## src/rtl/control_frame_decoder_with_failsafe_assert.svh

```systemverilog
// ----------------------------------------------------------------------------
// Control frame decoder assertion macros
// Concurrent assertion helpers for the control frame decoder.
// ----------------------------------------------------------------------------
`ifndef CONTROL_FRAME_DECODER_WITH_FAILSAFE_ASSERT_SVH
`define CONTROL_FRAME_DECODER_WITH_FAILSAFE_ASSERT_SVH

`ifndef ASSERT_OFF
`define CFD_ASSERT_IMPLY(label, clk, rst, ante, cons) \
  label: assert property (@(posedge clk) disable iff (rst) (ante) |-> (cons)) \
    else $error("cfd assertion failed");
`define CFD_ASSERT_NEXT(label, clk, rst, ante, cons) \
  label: assert property (@(posedge clk) disable iff (rst) (ante) |=> (cons)) \
    else $error("cfd assertion failed");
`else
`define CFD_ASSERT_IMPLY(label, clk, rst, ante, cons)
`define CFD_ASSERT_NEXT(label, clk, rst, ante, cons)
`endif

`endif

```

## src/rtl/cfd_pkg.sv

```systemverilog
// ----------------------------------------------------------------------------
// Control frame decoder package
// Shared constants and types of the control frame decoder.
// ----------------------------------------------------------------------------
`default_nettype none

package cfd_pkg;

  localparam logic CMD_BYTE = 1'b0;
  localparam logic CMD_TICK = 1'b1;

  localparam logic [7:0] HEADER_BYTE = 8'hA5;
  localparam logic [7:0] FOOTER_BYTE = 8'h5A;

  localparam int unsigned COUNT_W = 3;
  localparam logic [COUNT_W-1:0] COUNT_FIRST = 3'd1;
  localparam logic [COUNT_W-1:0] COUNT_LAST = 3'd7;

  localparam logic [1:0] STATUS_NONE = 2'd0;
  localparam logic [1:0] STATUS_VALID = 2'd1;
  localparam logic [1:0] STATUS_CSUM_ERR = 2'd2;
  localparam logic [1:0] STATUS_FOOTER_ERR = 2'd3;

  localparam int unsigned REG_W = 16;
  localparam logic REG_SAFETY = 1'b0;
  localparam logic REG_WATCHDOG = 1'b1;
  localparam logic [REG_W-1:0] SAFETY_RESET = 16'd200;
  localparam logic [REG_W-1:0] WATCHDOG_RESET = 16'd2000;
  localparam logic [REG_W-1:0] TICK_MAX = 16'hFFFF;

  typedef struct packed {
    logic [1:0] status;
    logic [7:0] joy_x;
    logic [7:0] joy_y;
    logic [7:0] throttle;
    logic [7:0] brake;
  } frame_evt_t;

  typedef struct packed {
    logic signed [9:0] joy_x;
    logic signed [9:0] joy_y;
    logic [9:0] throttle;
    logic [9:0] brake;
    logic [1:0] frame_status;
    logic safety_stop;
    logic watchdog_event;
  } result_t;

endpackage

`default_nettype wire

```

## src/rtl/cfd_if.sv

```systemverilog
// ----------------------------------------------------------------------------
// Control frame decoder channels
// Valid/ready channels for input requests and result requests.
// ----------------------------------------------------------------------------
`default_nettype none

interface cfd_in_if;
  logic valid;
  logic ready;
  logic cmd;
  logic [7:0] data_byte;

  modport source (output valid, output cmd, output data_byte, input ready);
  modport sink (input valid, input cmd, input data_byte, output ready);
endinterface

interface cfd_out_if;
  logic valid;
  logic ready;
  logic signed [9:0] joy_x;
  logic signed [9:0] joy_y;
  logic [9:0] throttle;
  logic [9:0] brake;
  logic [1:0] frame_status;
  logic safety_stop;
  logic watchdog_event;

  modport source (output valid, output joy_x, output joy_y, output throttle,
                  output brake, output frame_status, output safety_stop,
                  output watchdog_event, input ready);
  modport sink (input valid, input joy_x, input joy_y, input throttle,
                input brake, input frame_status, input safety_stop,
                input watchdog_event, output ready);
endinterface

`default_nettype wire

```

## src/rtl/control_frame_decoder_with_failsafe.sv

```systemverilog
// ----------------------------------------------------------------------------
// Control frame decoder with failsafe
// Deframes serial control frames and forces the controls to zero on timeout.
// ----------------------------------------------------------------------------
// A result is registered and valid in the cycle after its request is accepted.
// Throughput: one request per cycle while results are taken, set by the single result register.
// The input is ready whenever the result register is empty or being taken.
// Reset clears the framer, the tick count and the controls, and loads the
// safety and watchdog timeouts with 200 and 2000 ticks.
`default_nettype none

`include "control_frame_decoder_with_failsafe_assert.svh"

module control_frame_decoder_with_failsafe (
  input  wire logic                       clk,
  input  wire logic                       rst,
  input  wire logic                       cfg_wr_en,
  input  wire logic                       cfg_index,
  input  wire logic [cfd_pkg::REG_W-1:0]  cfg_wr_data,
  cfd_in_if.sink                          item,
  cfd_out_if.source                       result
);
  import cfd_pkg::*;

  logic             accept;
  logic [REG_W-1:0] safety_timeout_ticks;
  logic [REG_W-1:0] watchdog_timeout_ticks;
  frame_evt_t       evt;
  result_t          res_next;
  result_t          res;
  logic             res_valid;

  assign item.ready = !res_valid || result.ready;
  assign accept = item.valid && item.ready;

  always_ff @(posedge clk) begin
    if (rst) begin
      safety_timeout_ticks <= SAFETY_RESET;
      watchdog_timeout_ticks <= WATCHDOG_RESET;
    end else if (cfg_wr_en) begin
      unique case (cfg_index)
        REG_SAFETY: safety_timeout_ticks <= cfg_wr_data;
        REG_WATCHDOG: watchdog_timeout_ticks <= cfg_wr_data;
        default: ;
      endcase
    end
  end

  cfd_framer u_framer (
    .clk       (clk),
    .rst       (rst),
    .byte_en   (accept && (item.cmd == CMD_BYTE)),
    .data_byte (item.data_byte),
    .evt       (evt)
  );

  cfd_failsafe u_failsafe (
    .clk                    (clk),
    .rst                    (rst),
    .tick_en                (accept && (item.cmd == CMD_TICK)),
    .evt                    (evt),
    .safety_timeout_ticks   (safety_timeout_ticks),
    .watchdog_timeout_ticks (watchdog_timeout_ticks),
    .res                    (res_next)
  );

  always_ff @(posedge clk) begin
    if (rst) begin
      res_valid <= 1'b0;
    end else if (accept) begin
      res_valid <= 1'b1;
    end else if (result.ready) begin
      res_valid <= 1'b0;
    end
  end

  always_ff @(posedge clk) begin
    if (accept) begin
      res <= res_next;
    end
  end

  assign result.valid = res_valid;
  assign result.joy_x = res.joy_x;
  assign result.joy_y = res.joy_y;
  assign result.throttle = res.throttle;
  assign result.brake = res.brake;
  assign result.frame_status = res.frame_status;
  assign result.safety_stop = res.safety_stop;
  assign result.watchdog_event = res.watchdog_event;

  `CFD_ASSERT_IMPLY(a_ready_when_empty, clk, rst, !res_valid, item.ready)
  `CFD_ASSERT_IMPLY(a_stop_zeroes_controls, clk, rst, res_valid && res.safety_stop,
    (res.joy_x == 10'sd0) && (res.joy_y == 10'sd0) && (res.throttle == 10'd0) &&
    (res.brake == 10'd0))
  `CFD_ASSERT_IMPLY(a_frame_not_tick, clk, rst,
    res_valid && (res.frame_status != STATUS_NONE),
    !res.safety_stop && !res.watchdog_event)
  `CFD_ASSERT_NEXT(a_accept_gives_result, clk, rst, accept, res_valid)

endmodule

`default_nettype wire

```

## src/rtl/cfd_framer.sv

```systemverilog
// ----------------------------------------------------------------------------
// Control frame decoder framer
// Collects bytes into frames and checks footer and XOR checksum.
// ----------------------------------------------------------------------------
`default_nettype none

module cfd_framer (
  input  wire logic              clk,
  input  wire logic              rst,
  input  wire logic              byte_en,
  input  wire logic [7:0]        data_byte,
  output cfd_pkg::frame_evt_t    evt
);
  import cfd_pkg::*;

  logic                in_frame;
  logic [COUNT_W-1:0]  byte_count;
  logic [7:0]          frame_store [1:6];
  logic [7:0]          checksum;

  assign checksum = frame_store[1] ^ frame_store[2] ^ frame_store[3] ^
                    frame_store[4] ^ frame_store[5];

  always_comb begin
    evt.status = STATUS_NONE;
    evt.joy_x = frame_store[1];
    evt.joy_y = frame_store[2];
    evt.throttle = frame_store[3];
    evt.brake = frame_store[4];
    if (byte_en && in_frame && (byte_count == COUNT_LAST)) begin
      if (data_byte != FOOTER_BYTE) begin
        evt.status = STATUS_FOOTER_ERR;
      end else if (checksum != frame_store[6]) begin
        evt.status = STATUS_CSUM_ERR;
      end else begin
        evt.status = STATUS_VALID;
      end
    end
  end

  always_ff @(posedge clk) begin
    if (rst) begin
      in_frame <= 1'b0;
      byte_count <= '0;
    end else if (byte_en) begin
      if (!in_frame) begin
        if (data_byte == HEADER_BYTE) begin
          in_frame <= 1'b1;
          byte_count <= COUNT_FIRST;
        end
      end else if (byte_count == COUNT_LAST) begin
        in_frame <= 1'b0;
        byte_count <= '0;
      end else begin
        byte_count <= byte_count + COUNT_FIRST;
      end
    end
  end

  always_ff @(posedge clk) begin
    if (byte_en && in_frame) begin
      for (int i = 1; i <= 6; i++) begin
        if (byte_count == COUNT_W'(i)) begin
          frame_store[i] <= data_byte;
        end
      end
    end
  end

endmodule

`default_nettype wire

```

## src/rtl/cfd_failsafe.sv

```systemverilog
// ----------------------------------------------------------------------------
// Control frame decoder failsafe
// Holds the controls and the tick count, applies safety and watchdog timeouts.
// ----------------------------------------------------------------------------
`default_nettype none

module cfd_failsafe (
  input  wire logic                         clk,
  input  wire logic                         rst,
  input  wire logic                         tick_en,
  input  wire cfd_pkg::frame_evt_t          evt,
  input  wire logic [cfd_pkg::REG_W-1:0]    safety_timeout_ticks,
  input  wire logic [cfd_pkg::REG_W-1:0]    watchdog_timeout_ticks,
  output cfd_pkg::result_t                  res
);
  import cfd_pkg::*;

  logic [REG_W-1:0] elapsed, elapsed_next, elapsed_inc;
  logic [7:0] joy_x, joy_x_next, joy_y, joy_y_next;
  logic [7:0] throttle, throttle_next, brake, brake_next;
  logic safety, wdog;

  assign elapsed_inc = (elapsed == TICK_MAX) ? elapsed : elapsed + REG_W'(1);

  always_comb begin
    elapsed_next = elapsed;
    joy_x_next = joy_x;
    joy_y_next = joy_y;
    throttle_next = throttle;
    brake_next = brake;
    safety = 1'b0;
    wdog = 1'b0;
    if (tick_en) begin
      safety = elapsed_inc > safety_timeout_ticks;
      wdog = elapsed_inc > watchdog_timeout_ticks;
      elapsed_next = wdog ? '0 : elapsed_inc;
      if (safety) begin
        joy_x_next = '0;
        joy_y_next = '0;
        throttle_next = '0;
        brake_next = '0;
      end
    end else if (evt.status == STATUS_VALID) begin
      elapsed_next = '0;
      joy_x_next = evt.joy_x;
      joy_y_next = evt.joy_y;
      throttle_next = evt.throttle;
      brake_next = evt.brake;
    end
  end

  always_comb begin
    res.joy_x = $signed({joy_x_next, 2'b00});
    res.joy_y = $signed({joy_y_next, 2'b00});
    res.throttle = {throttle_next, 2'b00};
    res.brake = {brake_next, 2'b00};
    res.frame_status = evt.status;
    res.safety_stop = safety;
    res.watchdog_event = wdog;
  end

  always_ff @(posedge clk) begin
    if (rst) begin
      elapsed <= '0;
      joy_x <= '0;
      joy_y <= '0;
      throttle <= '0;
      brake <= '0;
    end else begin
      elapsed <= elapsed_next;
      joy_x <= joy_x_next;
      joy_y <= joy_y_next;
      throttle <= throttle_next;
      brake <= brake_next;
    end
  end

endmodule

`default_nettype wire
```

## src/flat_wrapper.sv

```systemverilog
// flat-port wrapper written by rule: the top's interface ports become plain ports
module control_frame_decoder_with_failsafe_flat import cfd_pkg::*;
  (clk, rst, cfg_wr_en, cfg_index, cfg_wr_data, item_valid, item_cmd, item_data_byte, item_ready, result_valid, result_joy_x, result_joy_y, result_throttle, result_brake, result_frame_status, result_safety_stop, result_watchdog_event, result_ready);
  cfd_in_if item_i ();
  cfd_out_if result_i ();
  input  wire logic clk;
  input  wire logic rst;
  input  wire logic cfg_wr_en;
  input  wire logic cfg_index;
  input  wire logic [cfd_pkg::REG_W-1:0] cfg_wr_data;
  input wire logic [$bits(item_i.valid)-1:0] item_valid;
  input wire logic [$bits(item_i.cmd)-1:0] item_cmd;
  input wire logic [$bits(item_i.data_byte)-1:0] item_data_byte;
  output wire logic [$bits(item_i.ready)-1:0] item_ready;
  output wire logic [$bits(result_i.valid)-1:0] result_valid;
  output wire logic [$bits(result_i.joy_x)-1:0] result_joy_x;
  output wire logic [$bits(result_i.joy_y)-1:0] result_joy_y;
  output wire logic [$bits(result_i.throttle)-1:0] result_throttle;
  output wire logic [$bits(result_i.brake)-1:0] result_brake;
  output wire logic [$bits(result_i.frame_status)-1:0] result_frame_status;
  output wire logic [$bits(result_i.safety_stop)-1:0] result_safety_stop;
  output wire logic [$bits(result_i.watchdog_event)-1:0] result_watchdog_event;
  input wire logic [$bits(result_i.ready)-1:0] result_ready;
  assign item_i.valid = item_valid;
  assign item_i.cmd = item_cmd;
  assign item_i.data_byte = item_data_byte;
  assign item_ready = item_i.ready;
  assign result_valid = result_i.valid;
  assign result_joy_x = result_i.joy_x;
  assign result_joy_y = result_i.joy_y;
  assign result_throttle = result_i.throttle;
  assign result_brake = result_i.brake;
  assign result_frame_status = result_i.frame_status;
  assign result_safety_stop = result_i.safety_stop;
  assign result_watchdog_event = result_i.watchdog_event;
  assign result_i.ready = result_ready;
  control_frame_decoder_with_failsafe u_core (.clk(clk), .rst(rst), .cfg_wr_en(cfg_wr_en), .cfg_index(cfg_index), .cfg_wr_data(cfg_wr_data), .item(item_i), .result(result_i));
endmodule
```

## config.mk

```make
export PLATFORM = sky130hd
export DESIGN_NAME = control_frame_decoder_with_failsafe_flat
export DESIGN_NICKNAME = d
export VERILOG_FILES = /design/src/rtl/cfd_pkg.sv /design/src/rtl/cfd_if.sv /design/src/rtl/control_frame_decoder_with_failsafe.sv /design/src/rtl/cfd_framer.sv /design/src/rtl/cfd_failsafe.sv /design/src/flat_wrapper.sv
export VERILOG_INCLUDE_DIRS = /design/src /design/src/rtl
export SDC_FILE = /design/constraint.sdc
export NUM_CORES = 1
export LEC_CHECK = 0
export BUFFER_PORTS_ARGS = -buffer_cell sky130_fd_sc_hd__buf_2
export CORE_MARGIN = 2
export CORE_UTILIZATION = 64
export CTS_CLUSTER_SIZE = 12
export DETAILED_ROUTE_END_ITERATION = 6
export HOLD_SLACK_MARGIN = 0.1
export PLACE_DENSITY = 0.91
export SETUP_SLACK_MARGIN = 0.1
export SLEW_MARGIN = 20
export SYNTH_ARGS = -nofsm -noshare
export SYNTH_HDL_FRONTEND = slang
export SYNTH_HIERARCHICAL = 1
export SYNTH_SLANG_ARGS = --single-unit
```

## constraint.sdc

```tcl
create_clock -name clk -period 6.5 [get_ports clk]
set_input_delay 0.325 -clock clk [delete_from_list [all_inputs] [get_ports clk]]
set_output_delay 0.325 -clock clk [all_outputs]
set_load 0.02 [all_outputs]
```

==> results.cfg <==
[outcome]
outcome = finished clean

[synth]
syn_area_per_cell_um2 = 11.8
synth.distinct_cells = 69
ys_ff_latch = 177
yosysSeqAreaShare_pct = 54.1
yosysWarnings = 6
synth_area_um2 = 8250
synth_ff_type = edfxtp_1
syn-instance-count = 701
ys_async_sr_fraction_pct = 0
synth_area_leader_cell = edfxtp_1
yosys.area.top_type_share_pct = 33.5
synth_edf_count = 92
synthTopCellsByArea = edfxtp_1, dfxtp_1, mux2i_1

[route]
final_antenna_net_count = 0
via_count = 5458
wl_mm = 17.1
viasPerCell = 5.82
drt-initial-drc-count = 505
drt_first_pass_iters = 5
route.detailed.wl_per_inst_um = 18.2
drc_errors = 0

[clock_tree]
clk_latency_ps = 440
path_clk_slew_ps = 70
cts_setup_buffers = 0
cts-htree-levels = 4
clk_path_buf_depth = 2
cts-buffers-inserted = 17
hold_buffers = 0
cts_resized = 0
cts_tree = done
cts_sinks = 177
cts-root-buf = clkbuf_16

[finish]
num_antenna_cells = 0
nFillCells = 818
area_growth_pct = 11.6
multi_input_area_um2 = 3350
drive_gt1_share_pct = 18.4
layoutNonFillerInstCount = 938
nets = 823
ff_latch_area_um2 = 4460

[worst_hold_path]
hp-start = cfg_wr_data[10]
hold-path-endpoint = u_core/safety_timeout_ticks[10]
hold_path.class = in -> reg
min_path_cells = 3

[worst_setup_path]
worstPathMaxFanout = 14
ff2ff_path_depth = 13
cp_data_arrival_time_ps = 4970
r2r-end = u_core/u_failsafe/elapsed[1]
cp-start-kind = register
r2r-start = u_core/u_failsafe/elapsed[0]
r2r_slack_ps = 1900
critical_path_class = reg -> reg
worstPathRequired_ps = 6870
endpoint_kind = register

[sta]
skew_ps = 13.6
tightest_slew_ps = 1090
finalSetupTns_ps = 0
finalCriticalPeriod_ps = 4600
clock.fmax_mhz = 217
timing.slew.headroom_pct = 26.3
setup_viol = 0
holdWs_ps = 165
rsz0062_at_grt = no
hold_viol = 0
period_share_pct = 70.8
worst_slack_ps = 1900
slew_violations = 0

[placement]
dp_slack_ps = 2050
dp_hpwl_mm = 11.3
gp_congestion = 1.01
dp.cells = 906
port_buffers = 76

[power]
p_per_area_nw_per_um2 = 260
p_leak_nw = 3.69
ir_drop_mv = 0.180

[grt]
antenna_found_initial = 0
grt_pass1_wl_mm = 27.4
grt.total_usage_pct = 25.4
first_global_vias = 5485
grt_remaining_overflow = 0
grt_max_degree = 88

[die]
initial_core_util_pct = 65.4
dieArea_um2 = 13800
core-area_um2 = 12600
die_h_um = 118
die_w_um = 118
rows = 41
ioPinCount = 77

[job]
drv_cap = 0
[where the power goes]
part	internal, mW	switching, mW
clock network	0.585	0.465
registers	1.20	0.00973
logic	0.0486	0.0856
total	1.83	0.561
[kinds of logic after synthesis]
logic type	share of synthesized area (%)
xor+xnor	5.85
simple gates	14.3
compound gates	7.34
mux	6.57
buf+inv	5.88
flops	54.1
other cells	0.0455
fa+ha+maj	5.92
[state kept, by name, summed over array words and instances, names as in the netlist]
signal / count
u_core/result.valid: 1
u_core/u_failsafe/throttle: 8
u_core/result.brake: 10
u_core/result.throttle: 10
u_core/u_framer/byte_count: 3
u_core/watchdog_timeout_ticks: 16
u_core/u_failsafe/brake: 8
u_core/safety_timeout_ticks: 16
u_core/u_failsafe/joy_x: 8
u_core/u_framer/in_frame: 1
u_core/u_failsafe/elapsed: 16
u_core/result.joy_y: 10
u_core/result.frame_status: 2
u_core/u_failsafe/joy_y: 8
u_core/u_framer/frame_store: 48
u_core/result.joy_x: 10
u_core/result.watchdog_event: 1
u_core/result.safety_stop: 1
[layout by cell type (no fill, tap or decap), types with 3 or more instances in the layout]
| master | Yosys | layout |
|---|---|---|
| and3_1 | 15 | 15 |
| inv_8 | 0 | 3 |
| a211oi_1 | 3 | 3 |
| nand4_1 | 7 | 7 |
| o21ai_0 | 4 | 4 |
| edfxtp_1 | 92 | 92 |
| nand2b_1 | 33 | 33 |
| a22o_2 | 3 | 3 |
| buf_4 | 24 | 3 |
| nor3_1 | 36 | 36 |
| buf_2 | 13 | 76 |
| xnor2_1 | 35 | 35 |
| ha_1 | 39 | 39 |
| nand3_1 | 11 | 11 |
| mux2i_1 | 53 | 53 |
| xnor3_1 | 6 | 6 |
| clkbuf_16 | 0 | 17 |
| inv_1 | 34 | 34 |
| a31o_2 | 5 | 5 |
| nand2_1 | 22 | 22 |
| clkinv_4 | 0 | 3 |
| a22o_1 | 10 | 10 |
| nor2_1 | 63 | 63 |
| conb_1 | 1 | 8 |
| o21a_1 | 6 | 6 |
| a211o_1 | 4 | 4 |
| nor2b_1 | 5 | 4 |
| nand4bb_1 | 4 | 4 |
| a21oi_1 | 16 | 15 |
| or4bb_1 | 4 | 4 |
| o21ai_1 | 5 | 5 |
| inv_6 | 0 | 3 |
| a31oi_1 | 4 | 4 |
| dfxtp_1 | 85 | 85 |
[critical path: stages (launching register included)]
cell,delay (ps)
dfxtp_1,420
ha_1,210
and3_1,280
nand4_2,160
or2_2,390
nand3_1,190
xnor2_1,190
ha_1,280
and3_4,160
a221oi_2,290
o22ai_1,150
o41ai_2,990
and2_1,590
a32o_1,240
[metrics by stage]
step	util [%]	total power, mW	cell area (um^2)
final	72.9	2.39	9200
after floorplan	-	1.33	8280
after detailed placement	68.0	1.37	8580
after global routing	72.9	2.46	9200
after global placement	67.8	1.36	8560
after CTS	72.9	2.40	9200
[metal layers]
metal,global-route usage [%],wire (um)
met1,29.4,7010
met2,44.4,8660
met3,5.23,736
met4,13.6,694
met5,0,0
[area by class of cell]
| cell class | count | share of cell area, % |
|---|---|---|
| multi-input cells | 443 | 36.4 |
| inverters | 34 | 1.39 |
| clock buffers | 17 | 4.62 |
| flip-flops and latches | 177 | 48.5 |
| repair buffers | 80 | 4.68 |
| clock inverters | 15 | 2.11 |
| well taps | 172 | 2.34 |
[how the worst max path moves through the flow]
stage | from | end | slack [ps] | cells after the start
detailed placement | u_core/u_failsafe/elapsed[0] | u_core/u_failsafe/elapsed[3] | 2050 | 13
floorplan | u_core/u_failsafe/elapsed[0] | u_core/result.watchdog_event | 2890 | 14
global route | u_core/u_failsafe/elapsed[0] | u_core/u_failsafe/elapsed[1] | 1540 | 13
finish | u_core/u_failsafe/elapsed[0] | u_core/u_failsafe/elapsed[1] | 1900 | 13
global placement | u_core/u_failsafe/elapsed[0] | u_core/u_failsafe/elapsed[1] | 2220 | 13
CTS | u_core/u_failsafe/elapsed[0] | u_core/u_failsafe/elapsed[1] | 2000 | 13
[cell usage after synthesis, drive strengths merged (16+ instances only)]
cell type,instances
nor3,36
inv,34
and3,16
dfxtp,85
edfxtp,92
nand2,23
a21oi,16
xnor2,37
buf,41
ha,39
mux2i,53
nor2,63
nand2b,33
Power figures use the tool's default switching activity.
